<file path="src/rtl/sofp_pkg.sv">
`default_nettype none
package sofp_pkg;

	localparam int unsigned MAX_BLOCKS = 4;
	localparam logic [7:0] MaxBlocksByte = 8'(MAX_BLOCKS);

	localparam int unsigned IN_DATA_W = 8;
	localparam int unsigned OUT_DATA_W = 80;
	localparam int unsigned OUT_USER_W = 3;

	localparam logic [1:0] PH_COUNT = 2'd0;
	localparam logic [1:0] PH_START = 2'd1;
	localparam logic [1:0] PH_END = 2'd2;

	localparam logic [2:0] ST_BLOCK = 3'd0;
	localparam logic [2:0] ST_EMPTY = 3'd1;
	localparam logic [2:0] ST_BAD_COUNT = 3'd2;
	localparam logic [2:0] ST_BAD_PREFIX = 3'd3;
	localparam logic [2:0] ST_TRUNCATED = 3'd4;

	localparam logic [7:0] PREFIX_FULL = 8'hff;
	localparam logic [7:0] MASK_6 = 8'h3f;
	localparam logic [7:0] MASK_5 = 8'h1f;

	typedef struct packed {
		logic [1:0]  phase;
		logic [2:0]  blocks_announced;
		logic [1:0]  current_block;
		logic [2:0]  field_length;
		logic [2:0]  field_bytes_seen;
		logic [31:0] field_accumulator;
		logic [31:0] saved_start;
		logic [5:0]  consumed_count;
	} state_t;

	typedef struct packed {
		logic        valid;
		logic [2:0]  status;
		logic [1:0]  block_index;
		logic [31:0] block_start_bits;
		logic [31:0] block_end_bits;
		logic [2:0]  block_total;
		logic [5:0]  bytes_used;
		logic        option_done;
	} result_t;

	localparam state_t STATE_CLEAR = '{
		phase: PH_COUNT,
		blocks_announced: 3'd0,
		current_block: 2'd0,
		field_length: 3'd0,
		field_bytes_seen: 3'd0,
		field_accumulator: 32'd0,
		saved_start: 32'd0,
		consumed_count: 6'd0
	};

endpackage
`default_nettype wire

</file>
<file path="src/rtl/sofp_step.sv">
`default_nettype none
module sofp_step (
	input  wire sofp_pkg::state_t  cur,
	input  wire logic [7:0]        data_byte,
	input  wire logic              end_of_data,
	output sofp_pkg::state_t       nxt,
	output sofp_pkg::result_t      res
);
	import sofp_pkg::*;

	logic [5:0]  used;
	logic [31:0] acc_shift;
	logic [2:0]  seen_inc;
	logic [2:0]  block_inc;
	logic        err;
	logic [2:0]  err_status;
	logic [1:0]  err_index;
	logic [2:0]  err_total;

	always_comb begin
		used = cur.consumed_count + 6'd1;
		acc_shift = {cur.field_accumulator[23:0], data_byte};
		seen_inc = cur.field_bytes_seen + 3'd1;
		block_inc = {1'b0, cur.current_block} + 3'd1;
		nxt = cur;
		nxt.consumed_count = used;
		res = '0;
		err = 1'b0;
		err_status = ST_TRUNCATED;
		err_index = cur.current_block;
		err_total = cur.blocks_announced;

		if (cur.phase != PH_START && cur.phase != PH_END) begin
			used = 6'd1;
			nxt.consumed_count = 6'd1;
			if (data_byte > MaxBlocksByte) begin
				err = 1'b1;
				err_status = ST_BAD_COUNT;
				err_index = 2'd0;
				err_total = 3'd0;
			end else if (data_byte == 8'd0) begin
				nxt = STATE_CLEAR;
				res.valid = 1'b1;
				res.status = ST_EMPTY;
				res.bytes_used = 6'd1;
				res.option_done = 1'b1;
			end else begin
				nxt.blocks_announced = data_byte[2:0];
				nxt.current_block = 2'd0;
				nxt.field_bytes_seen = 3'd0;
				if (end_of_data) begin
					err = 1'b1;
					err_index = 2'd0;
					err_total = data_byte[2:0];
				end else begin
					nxt.phase = PH_START;
				end
			end
		end else if (cur.field_bytes_seen == 3'd0) begin
			nxt.field_bytes_seen = 3'd1;
			if (end_of_data) begin
				err = 1'b1;
			end else if (!data_byte[7]) begin
				nxt.field_length = 3'd2;
				nxt.field_accumulator = {24'd0, data_byte};
			end else if (!data_byte[6]) begin
				nxt.field_length = 3'd3;
				nxt.field_accumulator = {24'd0, data_byte & MASK_6};
			end else if (!data_byte[5]) begin
				nxt.field_length = 3'd4;
				nxt.field_accumulator = {24'd0, data_byte & MASK_5};
			end else if (data_byte == PREFIX_FULL) begin
				nxt.field_length = 3'd5;
				nxt.field_accumulator = 32'd0;
			end else begin
				err = 1'b1;
				err_status = ST_BAD_PREFIX;
			end
		end else begin
			nxt.field_accumulator = acc_shift;
			nxt.field_bytes_seen = seen_inc;
			if (seen_inc < cur.field_length) begin
				err = end_of_data;
			end else begin
				nxt.field_bytes_seen = 3'd0;
				if (cur.phase == PH_START) begin
					nxt.saved_start = acc_shift;
					if (end_of_data) begin
						err = 1'b1;
					end else begin
						nxt.phase = PH_END;
					end
				end else begin
					res.status = ST_BLOCK;
					res.block_index = cur.current_block;
					res.block_start_bits = cur.saved_start;
					res.block_end_bits = acc_shift;
					res.block_total = cur.blocks_announced;
					res.bytes_used = used;
					if (block_inc >= cur.blocks_announced) begin
						nxt = STATE_CLEAR;
						res.valid = 1'b1;
						res.option_done = 1'b1;
					end else if (end_of_data) begin
						err = 1'b1;
					end else begin
						nxt.current_block = block_inc[1:0];
						nxt.phase = PH_START;
						res.valid = 1'b1;
					end
				end
			end
		end

		if (err) begin
			nxt = STATE_CLEAR;
			res.valid = 1'b1;
			res.status = err_status;
			res.block_index = err_index;
			res.block_start_bits = 32'd0;
			res.block_end_bits = 32'd0;
			res.block_total = err_total;
			res.bytes_used = used;
			res.option_done = 1'b1;
		end
	end

endmodule
`default_nettype wire

</file>
<file path="src/rtl/sack_option_field_parser.sv">
// a byte sits in the input register, its result in the output register
// throughput: one byte per cycle unless output stalls; state updates once per byte
// the input register advances whenever the result register is empty or being taken
// arst_n clears the parser state and both valid flags at once
`default_nettype none
module sack_option_field_parser (
	input  wire logic                                clk,
	input  wire logic                                arst_n,
	input  wire logic                                s_axis_tvalid,
	output logic                                     s_axis_tready,
	// data_byte
	input  wire logic [sofp_pkg::IN_DATA_W-1:0]      s_axis_tdata,
	// end_of_data
	input  wire logic                                s_axis_tlast,
	output logic                                     m_axis_tvalid,
	input  wire logic                                m_axis_tready,
	// block_index, block_start_bits, block_end_bits, block_total, bytes_used, zero pad
	output logic [sofp_pkg::OUT_DATA_W-1:0]          m_axis_tdata,
	// status
	output logic [sofp_pkg::OUT_USER_W-1:0]          m_axis_tuser,
	// option_done
	output logic                                     m_axis_tlast
);
	import sofp_pkg::*;

	logic        valid_s1;
	logic [7:0]  byte_s1;
	logic        last_s1;
	logic        advance;
	state_t      st_q;
	state_t      st_nxt;
	result_t     res;
	logic        out_valid_q;
	result_t     out_q;

	sofp_step u_step (
		.cur         (st_q),
		.data_byte   (byte_s1),
		.end_of_data (last_s1),
		.nxt         (st_nxt),
		.res         (res)
	);

	assign advance = valid_s1 && (!out_valid_q || m_axis_tready);
	assign s_axis_tready = !valid_s1 || advance;

	always_ff @(posedge clk or negedge arst_n) begin
		if (!arst_n) begin
			valid_s1 <= 1'b0;
		end else if (s_axis_tready) begin
			valid_s1 <= s_axis_tvalid;
		end
	end

	always_ff @(posedge clk) begin
		if (s_axis_tready && s_axis_tvalid) begin
			byte_s1 <= s_axis_tdata[7:0];
			last_s1 <= s_axis_tlast;
		end
	end

	always_ff @(posedge clk or negedge arst_n) begin
		if (!arst_n) begin
			st_q <= STATE_CLEAR;
		end else if (advance) begin
			st_q <= st_nxt;
		end
	end

	always_ff @(posedge clk or negedge arst_n) begin
		if (!arst_n) begin
			out_valid_q <= 1'b0;
		end else if (advance) begin
			out_valid_q <= res.valid;
		end else if (m_axis_tready) begin
			out_valid_q <= 1'b0;
		end
	end

	always_ff @(posedge clk) begin
		if (advance && res.valid) begin
			out_q <= res;
		end
	end

	assign m_axis_tvalid = out_valid_q;
	assign m_axis_tuser = out_q.status;
	assign m_axis_tlast = out_q.option_done;
	assign m_axis_tdata = {5'd0, out_q.bytes_used, out_q.block_total, out_q.block_end_bits,
		out_q.block_start_bits, out_q.block_index};

	// count phase never holds a partial field
	a_count_no_field: assert property (@(posedge clk) disable iff (!arst_n)
		(st_q.phase == PH_COUNT) |-> (st_q.field_bytes_seen == 3'd0))
		else $error("partial field in count phase");

	// every non-block status ends the option
	a_error_ends: assert property (@(posedge clk) disable iff (!arst_n)
		(m_axis_tvalid && m_axis_tuser != ST_BLOCK) |-> m_axis_tlast)
		else $error("error result without option end");

	// block position stays inside the announced count
	a_block_range: assert property (@(posedge clk) disable iff (!arst_n)
		(st_q.phase == PH_START || st_q.phase == PH_END)
		|-> ({1'b0, st_q.current_block} < st_q.blocks_announced))
		else $error("block index beyond announced count");

	// a field in progress never reaches its length
	a_field_len: assert property (@(posedge clk) disable iff (!arst_n)
		(st_q.field_bytes_seen != 3'd0) |-> (st_q.field_bytes_seen < st_q.field_length))
		else $error("field byte count overran field length");

endmodule
`default_nettype wire
</file>
<file path="config.mk">
export PLATFORM = sky130hd
export DESIGN_NAME = sack_option_field_parser
export DESIGN_NICKNAME = d
export VERILOG_FILES = /design/src/rtl/sofp_pkg.sv /design/src/rtl/sofp_step.sv /design/src/rtl/sack_option_field_parser.sv
export SDC_FILE = /design/constraint.sdc
export NUM_CORES = 1
export LEC_CHECK = 0
export ABC_AREA = 1
export BUFFER_PORTS_ARGS = -buffer_cell sky130_fd_sc_hd__buf_2
export CAP_MARGIN = 20
export CORE_MARGIN = 2
export CORE_UTILIZATION = 50
export DETAILED_ROUTE_END_ITERATION = 10
export HOLD_SLACK_MARGIN = 0.12
export MAX_ROUTING_LAYER = met4
export PLACE_DENSITY = 0.7
export SLEW_MARGIN = 10
export SYNTH_ARGS = -nofsm -noshare
export SYNTH_HDL_FRONTEND = slang
export SYNTH_SLANG_ARGS = --single-unit
</file>
<file path="constraint.sdc">
create_clock -name clk -period 11.5 [get_ports clk]
set_input_delay 0.575 -clock clk [delete_from_list [all_inputs] [get_ports clk]]
set_output_delay 0.575 -clock clk [all_outputs]
set_load 0.05 [all_outputs]
</file>
==> run_results.csv, run 1 <==
group,metric,value,unit
synthesis,synth_area,7780,sq um
grt,antenna_found_initial,0,
sta,rsz0062_at_grt,"no",
synthesis,synth_area_per_cell,9.33,sq um
clocking,cts_tree,"yes",
grt,grt_pass1_wl,26200,um
detailed_routing,detail-route-antenna-nets,0,
clocking,worstSkewPairLatency,0.44,ns
worst_setup_path,crit_arrival,4.35,ns
power,power_density,164,nW/um^2
synthesis,yosys.area.top_type,"edfxtp_1",
sta,finalSetupTns,0,ns
job,maxCapViolCount,0,
clocking,cts_root_buf,"clkbuf_16",
clocking,cts_sinks,165,
finish,layout.nets,930,
synthesis,syn_inst,834,
place,hpwl,10500,um
synthesis,synth_edf_count,88,
synthesis,yosysMostFrequentCell,"nand2_1",
floorplanning,fp.coreArea,15200,sq um
grt,grt-ovfl-total,0,
worst_setup_path,cp-start-kind,"register",
sta,finalSetupViolations,0,
synthesis,ys_types,38,
sta,timing.fmax,234,MHz
worst_setup_path,path_max_fanout,47,
floorplanning,fp.dieH,129,um
sta,fin_hold_ws,0.307,ns
floorplanning,initial_core_util,51.2,%
detailed_routing,drc,0,
sta,slew_violations,0,
clocking,cts_buffers,17,
worst_setup_path,crit_required,11.57,ns
floorplanning,io_pins,99,
worst_setup_path,path_class,"reg2reg",
place,pre_cts_ws,7.20,ns
grt,track_usage,21.0,%
synthesis,ys.flop_type,"edfxtp_1",
synthesis,synthTopCellsByCount,"153 x nand2_1, 110 x nand3_1, 95 x inv_1",
floorplanning,rows,45,
worst_setup_path,critPathCaptureType,"register",
floorplanning,die_w,129,um
finish,antennaDiodeCount,0,
finish,n_fill_cell,1330,
floorplanning,dieArea,16600,sq um
worst_setup_path,r2r_setup_slack,7.23,ns
worst_hold_path,min_path_type,"in2reg",
sta,hold_viol,0,
clocking,post_cts.repair.setup_buffers,0,
place,portBuffers,93,
outcome,outcome,"complete, no violations",
finish,drive_gt1_share,16.6,%
detailed_routing,drt_first_pass_iters,5,
power,power,1460,uW
synthesis,synth_seq_area_share,58.7,%
detailed_routing,viasPerCell,5.27,
clocking,ctsHtreeMaxLevel,4,
clocking,ctsHoldBuffers,0,
grt,grt_start_max_net_pins,78,
detailed_routing,drt_first_iter_violations,613,
power,ir_worst_vdd,0.000103,V
sta,slew_headroom,33.1,%
place,place_congestion,0.907,
sta,period_share,37.2,%
sta,finalClockSkew,0.00997,ns
synthesis,yosysTopAreaCellShare,34.0,%
synthesis,synthArstFlopShare,46.7,%
clocking,cts_buffer_depth,2,
detailed_routing,avgRoutedWirePerCell,14.4,um
clocking,clk_pin_slew,0.07,ns
synthesis,yosysWarningCount,0,
detailed_routing,via_count,5833,
synthesis,netlist_top_cells_area,"edfxtp_1 34%, dfrtp_1 25%, nand2_1 7.4%",
sta,tightest_slew,0.998,ns
sta,fin_ws,7.23,ns
sta,period_minus_slack,4.27,ns
synthesis,ys_ff_latch,165,
power,p_leak,0.00367,uW
grt,first_global_vias,5261,
clocking,cts_resized,0,
finish,syn2layout_area_growth,14.6,%
detailed_routing,finalWirelength,15900,um
==> sequential cells by signal (all words and copies together) (netlist names) <==
register	flops
m_axis_tdata	75
st_q	75
byte_s1	8
m_axis_tuser	3
last_s1	1
m_axis_tlast	1
m_axis_tvalid	1
valid_s1	1
==> worst paths after layout <==
| kind | from | to | cells after the start |
|---|---|---|---|
| setup / recovery | st_q[82] | m_axis_tdata[62] | 11 |
| hold / removal | s_axis_tlast | last_s1 | 1 |
| setup reg to reg | st_q[82] | m_axis_tdata[62] | 11 |
| hold reg to reg | st_q[8] | st_q[8] | 2 |
| max in group asynchronous | arst_n | st_q[28] | 3 |
| min in group asynchronous | arst_n | st_q[72] | 2 |
==> kinds of logic (layout without fill, tap and decap cells) <==
family,count (synthesis),after routing,share of synthesized area (%)
AO/OA/AOI/OAI,96,96,6.53
buffers and inverters,157,238,8.64
flip-flops,165,165,58.7
AND/OR/NAND/NOR,399,399,23.7
other,1,5,0.0482
adder cells (fa/ha/maj),11,11,1.77
XOR/XNOR,5,5,0.563
==> per-layer routing <==
layer	part of all wire [%]	wire length [um]	track usage, %	vias to the layer above
met5	0	0	-	-
met4	1.7	274	6.39	0
met3	4.2	674	4.49	25
met2	48	7660	32.1	142
met1	46	7300	28.5	2775
li1	-	-	-	2891
==> per-stage QoR <==
stage | util (%) | cell area (sq um) | std cells
finish | 58.7 | 8920 | 1107
floorplan | - | 7790 | 838
global route | 58.7 | 8920 | 1107
global placement | 54.2 | 8250 | 1071
CTS | 58.3 | 8860 | 1104
detailed placement | 54.4 | 8270 | 1072
==> worst max-delay path, stage by stage (launching register included) <==
cell and delay (ns):
dfrtp_1 0.42, inv_1 0.07, ha_1 0.19, clkinv_1 0.79, nand4_1 0.52, nand2_4 0.15
nand2_8 0.22, nand2_4 0.16, nand3_1 0.14, nand2_1 0.09, inv_2 0.51, buf_4 0.59
==> area by class of cell <==
cell class | instances | area (sq um) | share of cell area, %
timing repair buffer | 99 | 556 | 6.23
tap | 188 | 235 | 2.64
multi-input combinational | 516 | 2550 | 28.6
sequential | 165 | 4570 | 51.2
inverter | 107 | 407 | 4.56
clock buffer | 19 | 443 | 4.97
clock inverter | 13 | 154 | 1.73
==> cells in the final DEF (no fill, tap or decap), types with 8 or more instances in the layout <==
master / count
o21ai_0: 17
buf_2: 92
nor2_1: 79
o21ai_1: 20
dfrtp_1: 77
nand3_1: 110
inv_1: 94
nand2_1: 153
clkbuf_16: 17
ha_1: 11
a21oi_1: 46
nor3_1: 36
inv_2: 8
edfxtp_1: 88
==> power by group <==
group | switching (uW) | total [uW] | internal (uW)
clock network | 230 | 575 | 345
registers | 10.9 | 676 | 665
logic | 182 | 213 | 31.3
total | 423 | 1460 | 1040
No activity file was read; power rests on OpenSTA's default activity.
==> run 2, diff against run 1 <==
- PLACE_DENSITY: 0.7 -> 0.73
- clock period: 11.5 -> 3.6 ns (I/O delays scaled with it)
==> run 2 against run 1 <==
Compared with the run above:
- first-iteration DRC count down 2.9%
- non-clock buffer count grew 19
- critical path depth rose by 2
- total power rose to 3.2 times the previous value
- flip-flop and latch count unchanged
- worst hold slack worse by 0.11 ns
- setup slack got worse by 6.9 ns
- via count grew 1.3%
- combinational power rose to 3.3 times the previous value
- final cell count grew 1.7%
- critical path type unchanged
==> run_results.csv, run 2 (synthesis gave the netlist of run 1 again) <==
group,metric,value,unit
sta,period_minus_slack,3.28,ns
grt,gr-usage-met1,29.1,%
worst_setup_path,critPathCaptureType,"register",
sta,slew_headroom,51.6,%
floorplanning,dieArea,16600,sq um
power,power,4670,uW
sta,finalSetupViolations,0,
sta,finalClockSkew,0.00773,ns
finish,utilization,59.6,%
detailed_routing,viasPerCell,5.25,
finish,mostFrequentLayoutCells,"153 x nand2_1, 110 x nand3_1, 94 x inv_1",
floorplanning,initial_core_util,51.2,%
place,place_inst,1079,
grt,busiest_layer,"met2",
power,power_density,515,nW/um^2
detailed_routing,drt_first_pass_iters,5,
sta,fin_hold_ws,0.192,ns
grt,grt_pass1_wl,26800,um
detailed_routing,detail-route-antenna-nets,0,
detailed_routing,avgRoutedWirePerCell,14.6,um
clocking,worstSkewPairLatency,0.43,ns
detailed_routing,finalWirelength,16400,um
worst_setup_path,critPathBufInv,2,
power,ir_worst_vdd,0.000347,V
job,maxCapViolCount,0,
floorplanning,fp.dieH,129,um
grt,globalRouteMet3Util,4.91,%
grt,grt_util_met2,32.6,%
sta,rsz0062_at_grt,"no",
sta,hold_viol,0,
finish,syn2layout_area_growth,16.5,%
worst_setup_path,crit_required,3.66,ns
place,portBuffers,93,
grt,grt-ovfl-total,0,
finish,drive_gt1_share,16.6,%
worst_setup_path,cp_slowest_cell,"buf_4",
outcome,outcome,"complete, no violations",
clocking,ctsHtreeMaxLevel,4,
grt,antenna_found_initial,0,
grt,grt_start_max_net_pins,78,
detailed_routing,drc,0,
worst_setup_path,worstPathCellList,"ha_1 > xor2_1 > ha_1 > a21oi_1 > nand2_1 > nand4_1 > nand2_4 > nand2_8 > nand2_4 > nand3_1 > nand2_1 > clkinvlp_4 > buf_4",
clocking,cts_buffers,17,
worst_setup_path,cp-start-kind,"register",
finish,antennaDiodeCount,0,
clocking,cts_sinks,165,
worst_setup_path,path_max_fanout,45,
sta,finalSetupTns,0,ns
place,place_congestion,0.939,
floorplanning,rows,45,
sta,period_share,91.0,%
grt,track_usage,21.5,%
floorplanning,die_w,129,um
worst_setup_path,worst_path_dominant_cell_family,"simple AND/OR/NAND/NOR gates",
finish,fin_cells,1126,
worst_setup_path,crit_arrival,3.34,ns
place,hpwl,10700,um
worst_setup_path,critPathMaxStageDelay,0.45,ns
sta,timing.fmax,305,MHz
clocking,cts_root_buf,"clkbuf_16",
clocking,cts_resized,0,
finish,n_fill_cell,1347,
grt,first_global_vias,5406,
worst_hold_path,min_path_type,"in2async",
floorplanning,io_pins,99,
finish,layout_commonest_cell,"nand2_1",
worst_setup_path,path_class,"reg2reg",
clocking,clk_pin_slew,0.06,ns
floorplanning,fp.coreArea,15200,sq um
power,p_leak,0.00374,uW
detailed_routing,via_count,5910,
clocking,cts_tree,"yes",
sta,slew_violations,0,
clocking,cts_buffer_depth,2,
detailed_routing,drt_first_iter_violations,595,
sta,tightest_slew,0.719,ns
finish,layout.nets,949,
## run 2: changes by cell type in the layout (fill, tap and decap cells not counted), sizes merged
cell | previous run | this run
dlygate4sd3 | 1 | 14
buf | 98 | 104
clkbuf | 19 | 22
inv | 106 | 104
clkinvlp | 4 | 3
## run 2: stage by stage
| stage | cell area (sq um) | worst slack [ns] |
|---|---|---|
| floorplan | 7800 | 0.0955 |
| global placement | 8310 | 0.415 |
| detailed placement | 8310 | 0.334 |
| CTS | 9030 | 0.317 |
| global route | 9060 | 0.0762 |
| finish | 9060 | 0.323 |
## run 2: path summary, 6_finish.rpt
kind | slack, ns | start | depth (start not counted) | endpoint
worst min-delay path | 0.19 | arst_n | 2 | st_q[9]
max in group asynchronous | 2.82 | arst_n | 3 | st_q[28]
worst max-delay path | 0.32 | st_q[70] | 13 | m_axis_tdata[57]
worst min register to register | 0.47 | st_q[33] | 2 | st_q[33]
min in group clk | 0.46 | s_axis_tdata[5] | 2 | byte_s1[5]
worst max register to register | 0.32 | st_q[70] | 13 | m_axis_tdata[57]
## run 2: report_power, final
group          switching [uW]  total (uW)  leakage [uW]  internal [uW]
sequential               35.8        2160       0.00194           2120
clock                     704        1810      0.000277           1100
combinational             588         701       0.00152            114
total                    1330        4670       0.00374           3340
## run 2: timing repair
action                    in CTS  in global routing
hold buffers                  14                  0
hold endpoints to repair      88                  0
buffers inserted               0                  0
## run 2: layout make-up
cell class	count	area [sq um]	area share [%]
Tap cell	188	235	2.60
Clock inverter	10	130	1.44
Timing Repair Buffer	118	711	7.84
Inverter	107	410	4.53
Clock buffer	22	454	5.01
Multi-Input combinational cell	516	2550	28.2
Sequential cell	165	4570	50.4
## run 2: layer usage
| metal | wire length (um) | up-vias | part of all wire, % |
|---|---|---|---|
| li1 | - | 2933 | - |
| met1 | 7580 | 2770 | 46 |
| met2 | 7800 | 185 | 48 |
| met3 | 788 | 22 | 4.8 |
| met4 | 222 | 0 | 1.4 |
| met5 | 0 | - | 0 |
